--- src/hw/rtl/mm2_pkg.sv ---
// ----------------------------------------------------------------------------
// mm2_pkg: shared types and constants of the MurmurHash2 engine
// Holds the hash constants, the command and status structs that pass between
// the controller and the datapath, and the register index codes.
// ----------------------------------------------------------------------------
`default_nettype none

package mm2_pkg;

	// Hash constants. The low half of the 64-bit multiplier equals the 32-bit one.
	localparam logic [63:0] M64       = 64'hc6a4a7935bd1e995;
	localparam logic [31:0] M64_LO    = 32'h5bd1e995;
	localparam logic [31:0] M64_HI    = 32'hc6a4a793;
	localparam logic [31:0] WORD_MASK = 32'hffffffff;
	localparam int unsigned R64       = 47;
	localparam int unsigned R32       = 24;
	localparam int unsigned FIN32_A   = 13;
	localparam int unsigned FIN32_B   = 15;

	// Configuration register indexes.
	localparam logic REG_SEED = 1'b0;
	localparam logic REG_WIDE = 1'b1;

	// Kind of block held in the datapath.
	typedef enum logic [1:0] {
		CLS_ZERO,
		CLS_PART,
		CLS_FULL
	} blk_cls_t;

	// Source for the multiplier operand register.
	typedef enum logic [2:0] {
		OP_NONE,
		OP_LEN,
		OP_K,
		OP_KMIX,
		OP_H,
		OP_HFIN
	} op_sel_t;

	// Partial product step of the shared 32x32 multiplier.
	typedef enum logic [1:0] {
		MUL_NONE,
		MUL_P0,
		MUL_P1,
		MUL_P2
	} mul_ph_t;

	// Update of the running hash.
	typedef enum logic [2:0] {
		H_NONE,
		H_SEED_LEN,
		H_SEED_P,
		H_XOR_K,
		H_XOR_P,
		H_P,
		H_P_XOR_K
	} h_sel_t;

	// Controller states.
	typedef enum logic [3:0] {
		ST_IDLE,
		ST_START,
		ST_LEN_MUL,
		ST_SEED,
		ST_BLOCK,
		ST_K_MUL1,
		ST_K_MIX,
		ST_K_MUL2,
		ST_K_SAVE,
		ST_H_OP,
		ST_H_MUL,
		ST_H_SAVE,
		ST_FIN_CHK,
		ST_FIN_OP,
		ST_FIN_MUL,
		ST_FIN_OUT
	} state_t;

	// Commands from the controller to the datapath.
	typedef struct packed {
		logic    idle;
		op_sel_t op_sel;
		mul_ph_t mul_ph;
		h_sel_t  h_sel;
		logic    k_from_p;
		logic    out_load;
	} cmd_t;

	// Status from the datapath to the controller.
	typedef struct packed {
		logic     first;
		logic     last;
		logic     wide;
		blk_cls_t cls;
		logic     out_busy;
	} status_t;

endpackage

`default_nettype wire

--- src/hw/rtl/mm2_if.sv ---
// ----------------------------------------------------------------------------
// mm2_if: stream channels of the MurmurHash2 engine
// One channel carries message blocks in, the other carries digests out.
// ----------------------------------------------------------------------------
`default_nettype none

interface mm2_msg_if;
	logic        valid;
	logic        ready;
	logic [63:0] block_data;
	logic [3:0]  byte_count;
	logic        first_block;
	logic        last_block;
	logic [31:0] message_length;

	modport source (
		output valid, block_data, byte_count, first_block, last_block, message_length,
		input  ready
	);
	modport sink (
		input  valid, block_data, byte_count, first_block, last_block, message_length,
		output ready
	);
endinterface

interface mm2_hash_if;
	logic        valid;
	logic        ready;
	logic [63:0] digest;

	modport source (output valid, digest, input ready);
	modport sink (input valid, digest, output ready);
endinterface

`default_nettype wire

--- src/hw/rtl/murmur2_hash_engine_core.sv ---
// A beat is taken only while the sequencer is idle, so a new beat cannot enter
// before the previous one has finished its walk. A first beat in 64-bit mode also
// multiplies the length by m, and a last beat runs the finalizer and waits for the
// previous digest beat to leave the output register. A 64-bit multiply by m takes
// three steps of the shared 32x32 multiplier.
// Reset clears the configuration, the open-message flag and the digest beat.
// ----------------------------------------------------------------------------
// murmur2_hash_engine_core: streaming MurmurHash2 / MurmurHash64A engine
// Holds the seed and width registers and joins the sequencer to the datapath.
// ----------------------------------------------------------------------------
`default_nettype none

module murmur2_hash_engine_core
	import mm2_pkg::*;
#(
	parameter int LENGTH_BITS = 32
) (
	input  wire logic        clk,
	input  wire logic        arst_n,
	mm2_msg_if.sink          msg,
	mm2_hash_if.source       hash,
	input  wire logic        write_en,
	input  wire logic        reg_index,
	input  wire logic [63:0] write_data
);

	logic [63:0] seed_q;
	logic        wide_q;
	logic        accept;
	cmd_t        cmd;
	status_t     status;

	// Configuration register writes.
	always_ff @(posedge clk or negedge arst_n) begin
		if (!arst_n) begin
			seed_q <= '0;
			wide_q <= 1'b0;
		end else if (write_en) begin
			unique case (reg_index)
				REG_SEED: seed_q <= write_data;
				REG_WIDE: wide_q <= write_data[0];
				default:  seed_q <= seed_q;
			endcase
		end
	end

	// A block beat is taken only while the sequencer is idle.
	assign msg.ready = cmd.idle;
	assign accept    = msg.valid && cmd.idle;

	mm2_ctrl u_ctrl (
		.clk    (clk),
		.arst_n (arst_n),
		.accept (accept),
		.status (status),
		.cmd    (cmd)
	);

	mm2_datapath #(
		.LENGTH_BITS (LENGTH_BITS)
	) u_datapath (
		.clk            (clk),
		.arst_n         (arst_n),
		.cmd            (cmd),
		.status         (status),
		.accept         (accept),
		.block_data     (msg.block_data),
		.byte_count     (msg.byte_count),
		.first_block    (msg.first_block),
		.last_block     (msg.last_block),
		.message_length (msg.message_length),
		.seed           (seed_q),
		.wide_mode      (wide_q),
		.out_take       (hash.ready),
		.out_valid      (hash.valid),
		.digest         (hash.digest)
	);

endmodule

`default_nettype wire

--- src/hw/rtl/mm2_datapath.sv ---
// ----------------------------------------------------------------------------
// mm2_datapath: hash registers and shared multiplier
// Captures a block beat, keeps the running hash and the mixed key, and runs
// every multiply by m through one 32x32 multiplier in one or three steps.
// ----------------------------------------------------------------------------
`default_nettype none

module mm2_datapath
	import mm2_pkg::*;
#(
	parameter int LENGTH_BITS = 32
) (
	input  wire logic        clk,
	input  wire logic        arst_n,
	input  wire cmd_t        cmd,
	output status_t          status,
	input  wire logic        accept,
	input  wire logic [63:0] block_data,
	input  wire logic [3:0]  byte_count,
	input  wire logic        first_block,
	input  wire logic        last_block,
	input  wire logic [31:0] message_length,
	input  wire logic [63:0] seed,
	input  wire logic        wide_mode,
	input  wire logic        out_take,
	output logic             out_valid,
	output logic [63:0]      digest
);

	localparam int LEN_KEEP = (LENGTH_BITS < 32) ? LENGTH_BITS : 32;
	localparam logic [31:0] LEN_MASK = WORD_MASK >> (32 - LEN_KEEP);

	logic        first_q;
	logic        last_q;
	logic        wide_q;
	blk_cls_t    cls_q;
	logic [31:0] len_q;
	logic [63:0] k_q;
	logic [63:0] h_q;
	logic [63:0] op_q;
	logic [63:0] p_q;
	logic [63:0] out_q;
	logic        out_valid_q;

	logic [63:0] k_in;
	blk_cls_t    cls_in;
	logic [31:0] mul_a;
	logic [31:0] mul_b;
	logic [63:0] prod;
	logic [63:0] h_val;
	logic [31:0] h32;
	logic [31:0] p32;

	assign h32 = h_q[31:0];
	assign p32 = p_q[31:0];

	// Keep only the valid bytes of the incoming block and classify it.
	always_comb begin
		k_in = '0;
		for (int i = 0; i < 8; i++) begin
			if ((4'(i) < byte_count) && (wide_mode || (i < 4))) begin
				k_in[8*i +: 8] = block_data[8*i +: 8];
			end
		end
		if (byte_count == 4'd0) begin
			cls_in = CLS_ZERO;
		end else if (byte_count >= (wide_mode ? 4'd8 : 4'd4)) begin
			cls_in = CLS_FULL;
		end else begin
			cls_in = CLS_PART;
		end
	end

	// Shared multiplier: one 32x32 product per cycle against the constant m.
	assign mul_a = (cmd.mul_ph == MUL_P1) ? op_q[63:32] : op_q[31:0];
	assign mul_b = (cmd.mul_ph == MUL_P2) ? M64_HI : M64_LO;
	assign prod  = {32'd0, mul_a} * {32'd0, mul_b};

	// Next running hash value before narrow-mode truncation.
	always_comb begin
		case (cmd.h_sel)
			H_SEED_LEN: h_val = {32'd0, seed[31:0] ^ len_q};
			H_SEED_P:   h_val = seed ^ p_q;
			H_XOR_K:    h_val = h_q ^ k_q;
			H_XOR_P:    h_val = h_q ^ p_q;
			H_P:        h_val = p_q;
			H_P_XOR_K:  h_val = p_q ^ k_q;
			default:    h_val = h_q;
		endcase
	end

	// Item capture and hash registers.
	always_ff @(posedge clk) begin
		if (accept) begin
			first_q <= first_block;
			last_q  <= last_block;
			wide_q  <= wide_mode;
			cls_q   <= cls_in;
			len_q   <= message_length & LEN_MASK;
			k_q     <= k_in;
		end else if (cmd.k_from_p) begin
			k_q <= p_q;
		end

		h_q <= wide_q ? h_val : {32'd0, h_val[31:0]};

		case (cmd.op_sel)
			OP_LEN:  op_q <= {32'd0, len_q};
			OP_K:    op_q <= k_q;
			OP_KMIX: op_q <= wide_q ? (p_q ^ (p_q >> R64)) : {32'd0, p32 ^ (p32 >> R32)};
			OP_H:    op_q <= wide_q ? h_q : {32'd0, h32};
			OP_HFIN: op_q <= wide_q ? (h_q ^ (h_q >> R64)) : {32'd0, h32 ^ (h32 >> FIN32_A)};
			default: op_q <= op_q;
		endcase

		case (cmd.mul_ph)
			MUL_P0:  p_q <= wide_q ? prod : {32'd0, prod[31:0]};
			MUL_P1,
			MUL_P2:  p_q <= p_q + {prod[31:0], 32'd0};
			default: p_q <= p_q;
		endcase

		if (cmd.out_load) begin
			out_q <= wide_q ? (p_q ^ (p_q >> R64)) : {32'd0, p32 ^ (p32 >> FIN32_B)};
		end
	end

	// Digest beat valid flag.
	always_ff @(posedge clk or negedge arst_n) begin
		if (!arst_n) begin
			out_valid_q <= 1'b0;
		end else if (cmd.out_load) begin
			out_valid_q <= 1'b1;
		end else if (out_take) begin
			out_valid_q <= 1'b0;
		end
	end

	assign out_valid = out_valid_q;
	assign digest    = out_q;

	assign status.first    = first_q;
	assign status.last     = last_q;
	assign status.wide     = wide_q;
	assign status.cls      = cls_q;
	assign status.out_busy = out_valid_q;

endmodule

`default_nettype wire

--- src/hw/rtl/mm2_ctrl.sv ---
// ----------------------------------------------------------------------------
// mm2_ctrl: sequencer of the MurmurHash2 engine
// Walks one block beat through seeding, key mixing, hash update and the
// finalizer, stepping the shared multiplier one partial product per cycle.
// ----------------------------------------------------------------------------
`default_nettype none

module mm2_ctrl
	import mm2_pkg::*;
(
	input  wire logic    clk,
	input  wire logic    arst_n,
	input  wire logic    accept,
	input  wire status_t status,
	output cmd_t         cmd
);

	state_t     state_q;
	state_t     state_d;
	logic [1:0] mphase_q;
	logic       in_msg_q;
	logic       mul_done;

	// A multiply is one step in narrow mode and three in wide mode.
	assign mul_done = !status.wide || (mphase_q == 2'd2);

	// Next state.
	always_comb begin
		state_d = state_q;
		unique case (state_q)
			ST_IDLE: begin
				if (accept) state_d = ST_START;
			end
			ST_START: begin
				if (status.first) begin
					state_d = status.wide ? ST_LEN_MUL : ST_BLOCK;
				end else if (in_msg_q) begin
					state_d = ST_BLOCK;
				end else begin
					state_d = ST_IDLE;
				end
			end
			ST_LEN_MUL: begin
				if (mul_done) state_d = ST_SEED;
			end
			ST_SEED: state_d = ST_BLOCK;
			ST_BLOCK: begin
				case (status.cls)
					CLS_FULL: state_d = ST_K_MUL1;
					CLS_PART: state_d = ST_H_OP;
					default:  state_d = ST_FIN_CHK;
				endcase
			end
			ST_K_MUL1: begin
				if (mul_done) state_d = ST_K_MIX;
			end
			ST_K_MIX: state_d = ST_K_MUL2;
			ST_K_MUL2: begin
				if (mul_done) state_d = ST_K_SAVE;
			end
			ST_K_SAVE: state_d = ST_H_OP;
			ST_H_OP:   state_d = ST_H_MUL;
			ST_H_MUL: begin
				if (mul_done) state_d = ST_H_SAVE;
			end
			ST_H_SAVE:  state_d = ST_FIN_CHK;
			ST_FIN_CHK: state_d = status.last ? ST_FIN_OP : ST_IDLE;
			ST_FIN_OP:  state_d = ST_FIN_MUL;
			ST_FIN_MUL: begin
				if (mul_done) state_d = ST_FIN_OUT;
			end
			ST_FIN_OUT: begin
				if (!status.out_busy) state_d = ST_IDLE;
			end
			default: state_d = ST_IDLE;
		endcase
	end

	// Commands to the datapath.
	always_comb begin
		cmd = '{idle: 1'b0, op_sel: OP_NONE, mul_ph: MUL_NONE, h_sel: H_NONE,
			k_from_p: 1'b0, out_load: 1'b0};
		unique case (state_q)
			ST_IDLE: cmd.idle = 1'b1;
			ST_START: begin
				if (status.first) begin
					if (status.wide) cmd.op_sel = OP_LEN;
					else             cmd.h_sel  = H_SEED_LEN;
				end
			end
			ST_SEED: cmd.h_sel = H_SEED_P;
			ST_BLOCK: begin
				case (status.cls)
					CLS_FULL: cmd.op_sel = OP_K;
					CLS_PART: cmd.h_sel  = H_XOR_K;
					default:  cmd.op_sel = OP_NONE;
				endcase
			end
			ST_K_MIX: cmd.op_sel = OP_KMIX;
			ST_K_SAVE: begin
				cmd.k_from_p = 1'b1;
				if (status.wide) cmd.h_sel = H_XOR_P;
			end
			ST_H_OP: cmd.op_sel = OP_H;
			ST_H_SAVE: begin
				if (!status.wide && (status.cls == CLS_FULL)) cmd.h_sel = H_P_XOR_K;
				else                                          cmd.h_sel = H_P;
			end
			ST_FIN_OP:  cmd.op_sel = OP_HFIN;
			ST_FIN_OUT: cmd.out_load = !status.out_busy;
			ST_LEN_MUL, ST_K_MUL1, ST_K_MUL2, ST_H_MUL, ST_FIN_MUL: begin
				case (mphase_q)
					2'd0:    cmd.mul_ph = MUL_P0;
					2'd1:    cmd.mul_ph = MUL_P1;
					default: cmd.mul_ph = MUL_P2;
				endcase
			end
			default: cmd.idle = 1'b0;
		endcase
	end

	// State, multiply step counter and open-message flag.
	always_ff @(posedge clk or negedge arst_n) begin
		if (!arst_n) begin
			state_q  <= ST_IDLE;
			mphase_q <= 2'd0;
			in_msg_q <= 1'b0;
		end else begin
			state_q <= state_d;
			if (cmd.mul_ph != MUL_NONE) begin
				mphase_q <= mul_done ? 2'd0 : 2'(mphase_q + 2'd1);
			end
			if ((state_q == ST_START) && status.first) begin
				in_msg_q <= 1'b1;
			end else if (cmd.out_load) begin
				in_msg_q <= 1'b0;
			end
		end
	end

	// The digest register is only loaded once the previous digest has left.
	a_load_free: assert property (@(posedge clk) disable iff (!arst_n)
		cmd.out_load |-> !status.out_busy)
		else $error("digest loaded over a pending digest");

	// An accepted beat always starts its walk in the start state.
	a_accept_start: assert property (@(posedge clk) disable iff (!arst_n)
		accept |=> (state_q == ST_START))
		else $error("accepted beat did not enter start");

	// Emitting a digest closes the message.
	a_close_msg: assert property (@(posedge clk) disable iff (!arst_n)
		cmd.out_load |=> !in_msg_q)
		else $error("message still open after digest");

	// The step counter is back at zero whenever the multiplier is idle.
	a_phase_idle: assert property (@(posedge clk) disable iff (!arst_n)
		(cmd.mul_ph == MUL_NONE) |-> (mphase_q == 2'd0))
		else $error("multiply step counter left running");

	// Only a wide item takes more than one multiply step.
	a_phase_wide: assert property (@(posedge clk) disable iff (!arst_n)
		(mphase_q != 2'd0) |-> status.wide)
		else $error("narrow item used a wide multiply step");

endmodule

`default_nettype wire
--- src/flat_wrapper.sv ---
// flat-port wrapper written by rule: the top's interface ports become plain ports
module murmur2_hash_engine_core_flat import mm2_pkg::*;
#(
	parameter int LENGTH_BITS = 32
)
  (clk, arst_n, write_en, reg_index, write_data, msg_valid, msg_block_data, msg_byte_count, msg_first_block, msg_last_block, msg_message_length, msg_ready, hash_valid, hash_digest, hash_ready);
  mm2_msg_if msg_i ();
  mm2_hash_if hash_i ();
  input  wire logic clk;
  input  wire logic arst_n;
  input  wire logic write_en;
  input  wire logic reg_index;
  input  wire logic [63:0] write_data;
  input wire logic [$bits(msg_i.valid)-1:0] msg_valid;
  input wire logic [$bits(msg_i.block_data)-1:0] msg_block_data;
  input wire logic [$bits(msg_i.byte_count)-1:0] msg_byte_count;
  input wire logic [$bits(msg_i.first_block)-1:0] msg_first_block;
  input wire logic [$bits(msg_i.last_block)-1:0] msg_last_block;
  input wire logic [$bits(msg_i.message_length)-1:0] msg_message_length;
  output wire logic [$bits(msg_i.ready)-1:0] msg_ready;
  output wire logic [$bits(hash_i.valid)-1:0] hash_valid;
  output wire logic [$bits(hash_i.digest)-1:0] hash_digest;
  input wire logic [$bits(hash_i.ready)-1:0] hash_ready;
  assign msg_i.valid = msg_valid;
  assign msg_i.block_data = msg_block_data;
  assign msg_i.byte_count = msg_byte_count;
  assign msg_i.first_block = msg_first_block;
  assign msg_i.last_block = msg_last_block;
  assign msg_i.message_length = msg_message_length;
  assign msg_ready = msg_i.ready;
  assign hash_valid = hash_i.valid;
  assign hash_digest = hash_i.digest;
  assign hash_i.ready = hash_ready;
  murmur2_hash_engine_core #(.LENGTH_BITS(LENGTH_BITS)) u_core (.clk(clk), .arst_n(arst_n), .msg(msg_i), .hash(hash_i), .write_en(write_en), .reg_index(reg_index), .write_data(write_data));
endmodule
--- config.mk ---
export PLATFORM = sky130hd
export DESIGN_NAME = murmur2_hash_engine_core_flat
export DESIGN_NICKNAME = d
export VERILOG_FILES = /design/src/hw/rtl/mm2_pkg.sv /design/src/hw/rtl/mm2_if.sv /design/src/hw/rtl/murmur2_hash_engine_core.sv /design/src/hw/rtl/mm2_datapath.sv /design/src/hw/rtl/mm2_ctrl.sv /design/src/flat_wrapper.sv
export SDC_FILE = /design/constraint.sdc
export NUM_CORES = 2
export LEC_CHECK = 0
export ABC_AREA = 0
export BUFFER_PORTS_ARGS = -buffer_cell sky130_fd_sc_hd__buf_2
export CAP_MARGIN = 5
export CORE_AREA = 2 2 328 330
export DETAILED_ROUTE_END_ITERATION = 7
export DIE_AREA = 0 0 330 332
export SYNTH_ARGS = -nofsm -noshare
export SYNTH_HDL_FRONTEND = slang
export SYNTH_SLANG_ARGS = --single-unit
--- constraint.sdc ---
create_clock -name clk -period 18.72 [get_ports clk]
set_input_delay 2.808 -clock clk [delete_from_list [all_inputs] [get_ports clk]]
set_output_delay 2.808 -clock clk [all_outputs]
set_load 0.01 [all_outputs]
==> results list <==
* Sink Count: 430
* Sequential cell area fraction in the yosys report: 25.87%
- Area after DPL: 49830 um^2
* Class of the tightest hold or removal check: flop to flop
- Number of enable flip-flop cells after synthesis: 325
- In the finished design, the share of the clock period the worst path needs comes to 64.48%.
- After filler insertion, the fill cell instance count of the layout stands at 10011.
- Number of instances in the synthesized netlist: 4598
* Async set-or-reset flop fraction in the synthesized netlist: 16.98%
- Total length of routed wires: 166700 um
- The routed design uses 74920 um of met2 wire.
- Count of different cell masters after synthesis: 92
* Maximum number of pins on one net before global-route repair: 65
- Ratio of cells with drive above 1 in the final layout: 11.58%
- Classification of the worst setup path: flop to flop
- Clock-pin slew was measured on the worst setup and hold paths at 0.07 ns.
* Final setup viols: 0
- Via count of the routed design: 35797
- A synthesized cell averages 10.28 um^2.
- Cell occurring most often along the worst timing path: sky130_fd_sc_hd__fa_1
- The clock passes through at most 3 buffers.
* Setup crit end kind: flop
- The clock tree synthesis step divided the H-tree into 2 levels.
- Clk Tree Root Cell: sky130_fd_sc_hd__clkbuf_16
- Prior to clock tree synthesis, the placed netlist has a worst setup slack of 6.750 ns.
* Fin. max-slew vios: 0
- The worst setup path is launched from a flop.
* Horizontal die dimension: 330 um
- Io pins: 238
* Mean number of vias per cell: 5.801
- Buffers inserted to repair hold after CTS numbered 0.
- After synthesis the cells add up to 47270 um^2.
- In this design, the stage delay of the slowest critical-path cell is 0.85 ns.
* Cts repair resizes: 0
- Diode insertion count for antenna repair: 0
* Clock latency of the later-clocked register in the worst-skew pair: 0.63 ns
* Number of failing hold endpoints at the final stage: 0
- In this run, placement finished with an instance count of 6079.
* Max-cap viol count: 0
- Final routed DRC violation total: 5
- Routability-driven placement finished with a final weighted congestion of 1.043.
- Setup repair after global routing left no endpoint under its margin.
- Critical-path top delay cell: sky130_fd_sc_hd__dfrtp_1
- Achievable frequency: 82.84 MHz
* Worst-case setup margin in the final layout: 6.649 ns
* Worst slew margin relative to its limit: 12.02%
- Number of buffers inserted by port buffering: 237
* First-pass GRT wire length: 245800 um
- Signal routing reaches up to met5.
- Starting density of the core: 44.46%
- For the worst setup path, the data required time is 19.04 ns.
- Wire length the detailed router placed on met1: 70340 um
* Detail Placement HPWL: 136100 um
- The routed design could run at a clock period as short as 12.07 ns.
* Clock tree from TritonCTS: built
* Initial antenna violation count: 5
- Setup total negative slack on the finished layout was measured at 0 ns.
- Relative to the synthesized area, the layout overhead comes to 9.048%.
* Post CTS Setup Buffer Count: 0
* Standard-cell rows: 120
* Failing checks: DRC
* Total clock buffers created by CTS: 49
- The run finished, with violations left.
- Worst Path Arrival: 12.39 ns
- In the detailed route, the total length drawn on met3 is 13440 um.
- Layout Cells excl Fill: 6171
- Detailed-route wire length per cell: 27.02 um
- Ys Warns: 0
* Critical path peak fanout: 21
- On the final layout, the worst clock skew is 0.04333 ns.
* Die area: 109600 um^2
- Summing all non-filler instances in the final layout gives an area of 51540 um^2.
* Number of search-and-repair iterations in the first detailed-routing pass: 8
* Post-detailed-route count of antenna-violating nets: 0
- Across every metal layer, demand over resource in global routing totals 30.62%.
- The die is 332 um tall.
* Count of state elements after synthesis: 430
- For this run, the leading register cell type out of synthesis is sky130_fd_sc_hd__edfxtp_1.
- The via count of the first global-routing pass came to 35867.
- At the end of the flow, the number of nets in the layout was 5949.
- Starting DRT DRC Count: 4386
- After global routing the overflow that remains totals 0.
* Core Area: 106300 um^2
- Actual transition at the worst max-transition pin: 1.315 ns
## metrics by stage
step | util (%) | hold WS [ns]
2_1_floorplan | - | 0.4469
3_3_place_gp | 46.88 | 0.4749
3_5_place_dp | 46.88 | 0.4672
4_1_cts | 48.49 | 0.4815
5_1_grt | 48.49 | 0.5059
6_report | 48.49 | 0.4859
## area by class of cell
type                            instances  area, um^2  area share [%]
Multi-Input combinational cell       3164       31320           60.75
Sequential cell                       430       12230           23.72
Inverter                              798        2995           5.811
Tap cell                             1403        1755           3.406
Timing Repair Buffer                  284        1541           2.991
Clock buffer                           61        1351           2.622
Clock inverter                         31       357.8          0.6943
## Yosys cell counts, drive strengths merged, types with 41 or more instances
library cell | count | area [um^2]
nand2 | 329 | 1245
inv | 795 | 2984
and2 | 72 | 451.7
a222oi | 66 | 660.6
ha | 444 | 5555
nor2 | 213 | 832.0
xor2 | 111 | 972.2
fa | 606 | 12130
buf | 43 | 230.2
xnor2 | 139 | 1217
nand2b | 48 | 300.3
o21ai | 133 | 669.4
a21oi | 339 | 1708
mux2 | 102 | 1152
a21o | 51 | 384.1
mux2i | 47 | 545.5
dfrtp | 73 | 1827
edfxtp | 325 | 9759
nand3 | 53 | 265.3
o22ai | 41 | 262.8
clkbuf | 166 | 624.3
a22o | 95 | 832.1
## cell usage in the layout (no fill, tap or decap), types with 22 or more instances in the layout
cell and instances:
sky130_fd_sc_hd__fa_1 606, sky130_fd_sc_hd__nor2_1 203, sky130_fd_sc_hd__mux2_2 101, sky130_fd_sc_hd__buf_4 48
sky130_fd_sc_hd__clkbuf_16 49, sky130_fd_sc_hd__xnor2_1 139, sky130_fd_sc_hd__dfxtp_1 32, sky130_fd_sc_hd__xor2_1 111
sky130_fd_sc_hd__a222oi_1 66, sky130_fd_sc_hd__a22oi_1 22, sky130_fd_sc_hd__o22ai_1 40, sky130_fd_sc_hd__nand2_1 323
sky130_fd_sc_hd__mux2i_1 41, sky130_fd_sc_hd__dfrtp_1 73, sky130_fd_sc_hd__nand2b_1 48, sky130_fd_sc_hd__inv_1 789
sky130_fd_sc_hd__ha_1 444, sky130_fd_sc_hd__buf_2 236, sky130_fd_sc_hd__and2_1 69, sky130_fd_sc_hd__o21ai_0 128
sky130_fd_sc_hd__edfxtp_1 325, sky130_fd_sc_hd__nand3_1 52, sky130_fd_sc_hd__a22o_1 95, sky130_fd_sc_hd__a21o_1 50
sky130_fd_sc_hd__a21oi_1 335
## path summary, 6_finish.rpt
check                                    startpoint                        end  slack [ns]  cells past startpoint
max                        u_core.u_ctrl.state_q[2]  u_core.u_datapath.p_q[63]        6.65                     36
max reg2reg                u_core.u_ctrl.state_q[2]  u_core.u_datapath.p_q[63]        6.65                     36
max in group asynchronous                    arst_n          u_core.seed_q[44]       15.54                      2
min in group asynchronous                    arst_n          u_core.seed_q[10]        2.13                      1
min                          u_core.u_ctrl.in_msg_q     u_core.u_ctrl.in_msg_q        0.49                      2
min reg2reg                  u_core.u_ctrl.in_msg_q     u_core.u_ctrl.in_msg_q        0.49                      2
## per-layer routing
metal / global-route usage, % / vias up
met5: 0 / -
met4: 11.95 / 4
met3: 4.419 / 313
met2: 46.91 / 1810
met1: 43.78 / 18034
li1: - / 15636
## critical path: cells and delay by family, from the launching register on
family                     cells  cell delay, ns
AOI/OAI and AO/OA             10            2.07
and+or+nand+nor                8            1.94
adders and majority gates     10            4.68
muxes                          1            0.63
xor gates and xnor gates       2            0.35
buffers and inverters          5            1.22
DFF                            1            0.85
## flip-flops by register name, indices dropped and copies added, names as in the netlist
register,cells
u_core.u_datapath.out_valid,1
u_core.u_ctrl.state_q,4
u_core.u_datapath.digest,64
u_core.u_datapath.first_q,1
u_core.u_datapath.k_q,64
u_core.u_datapath.p_q,64
u_core.u_datapath.h_q,64
u_core.u_datapath.last_q,1
u_core.u_datapath.wide_q,1
u_core.seed_q,64
u_core.u_ctrl.in_msg_q,1
u_core.u_ctrl.mphase_q,2
u_core.u_datapath.len_q,32
u_core.u_datapath.cls_q,2
u_core.wide_q,1
u_core.u_datapath.op_q,64
## cells by family after synthesis
group | count (synthesis) | share of synthesized area (%)
compound gates | 871 | 12.08
xor+xnor | 250 | 4.632
fa+ha+maj | 1050 | 37.42
buf+inv | 1007 | 8.145
flops | 430 | 25.87
mux | 149 | 3.592
other cells | 2 | 0.01589
simple gates | 839 | 8.243
Power is not shown: default switching activity piles up to over one toggle a cycle in this logic, so the estimate is an artifact.
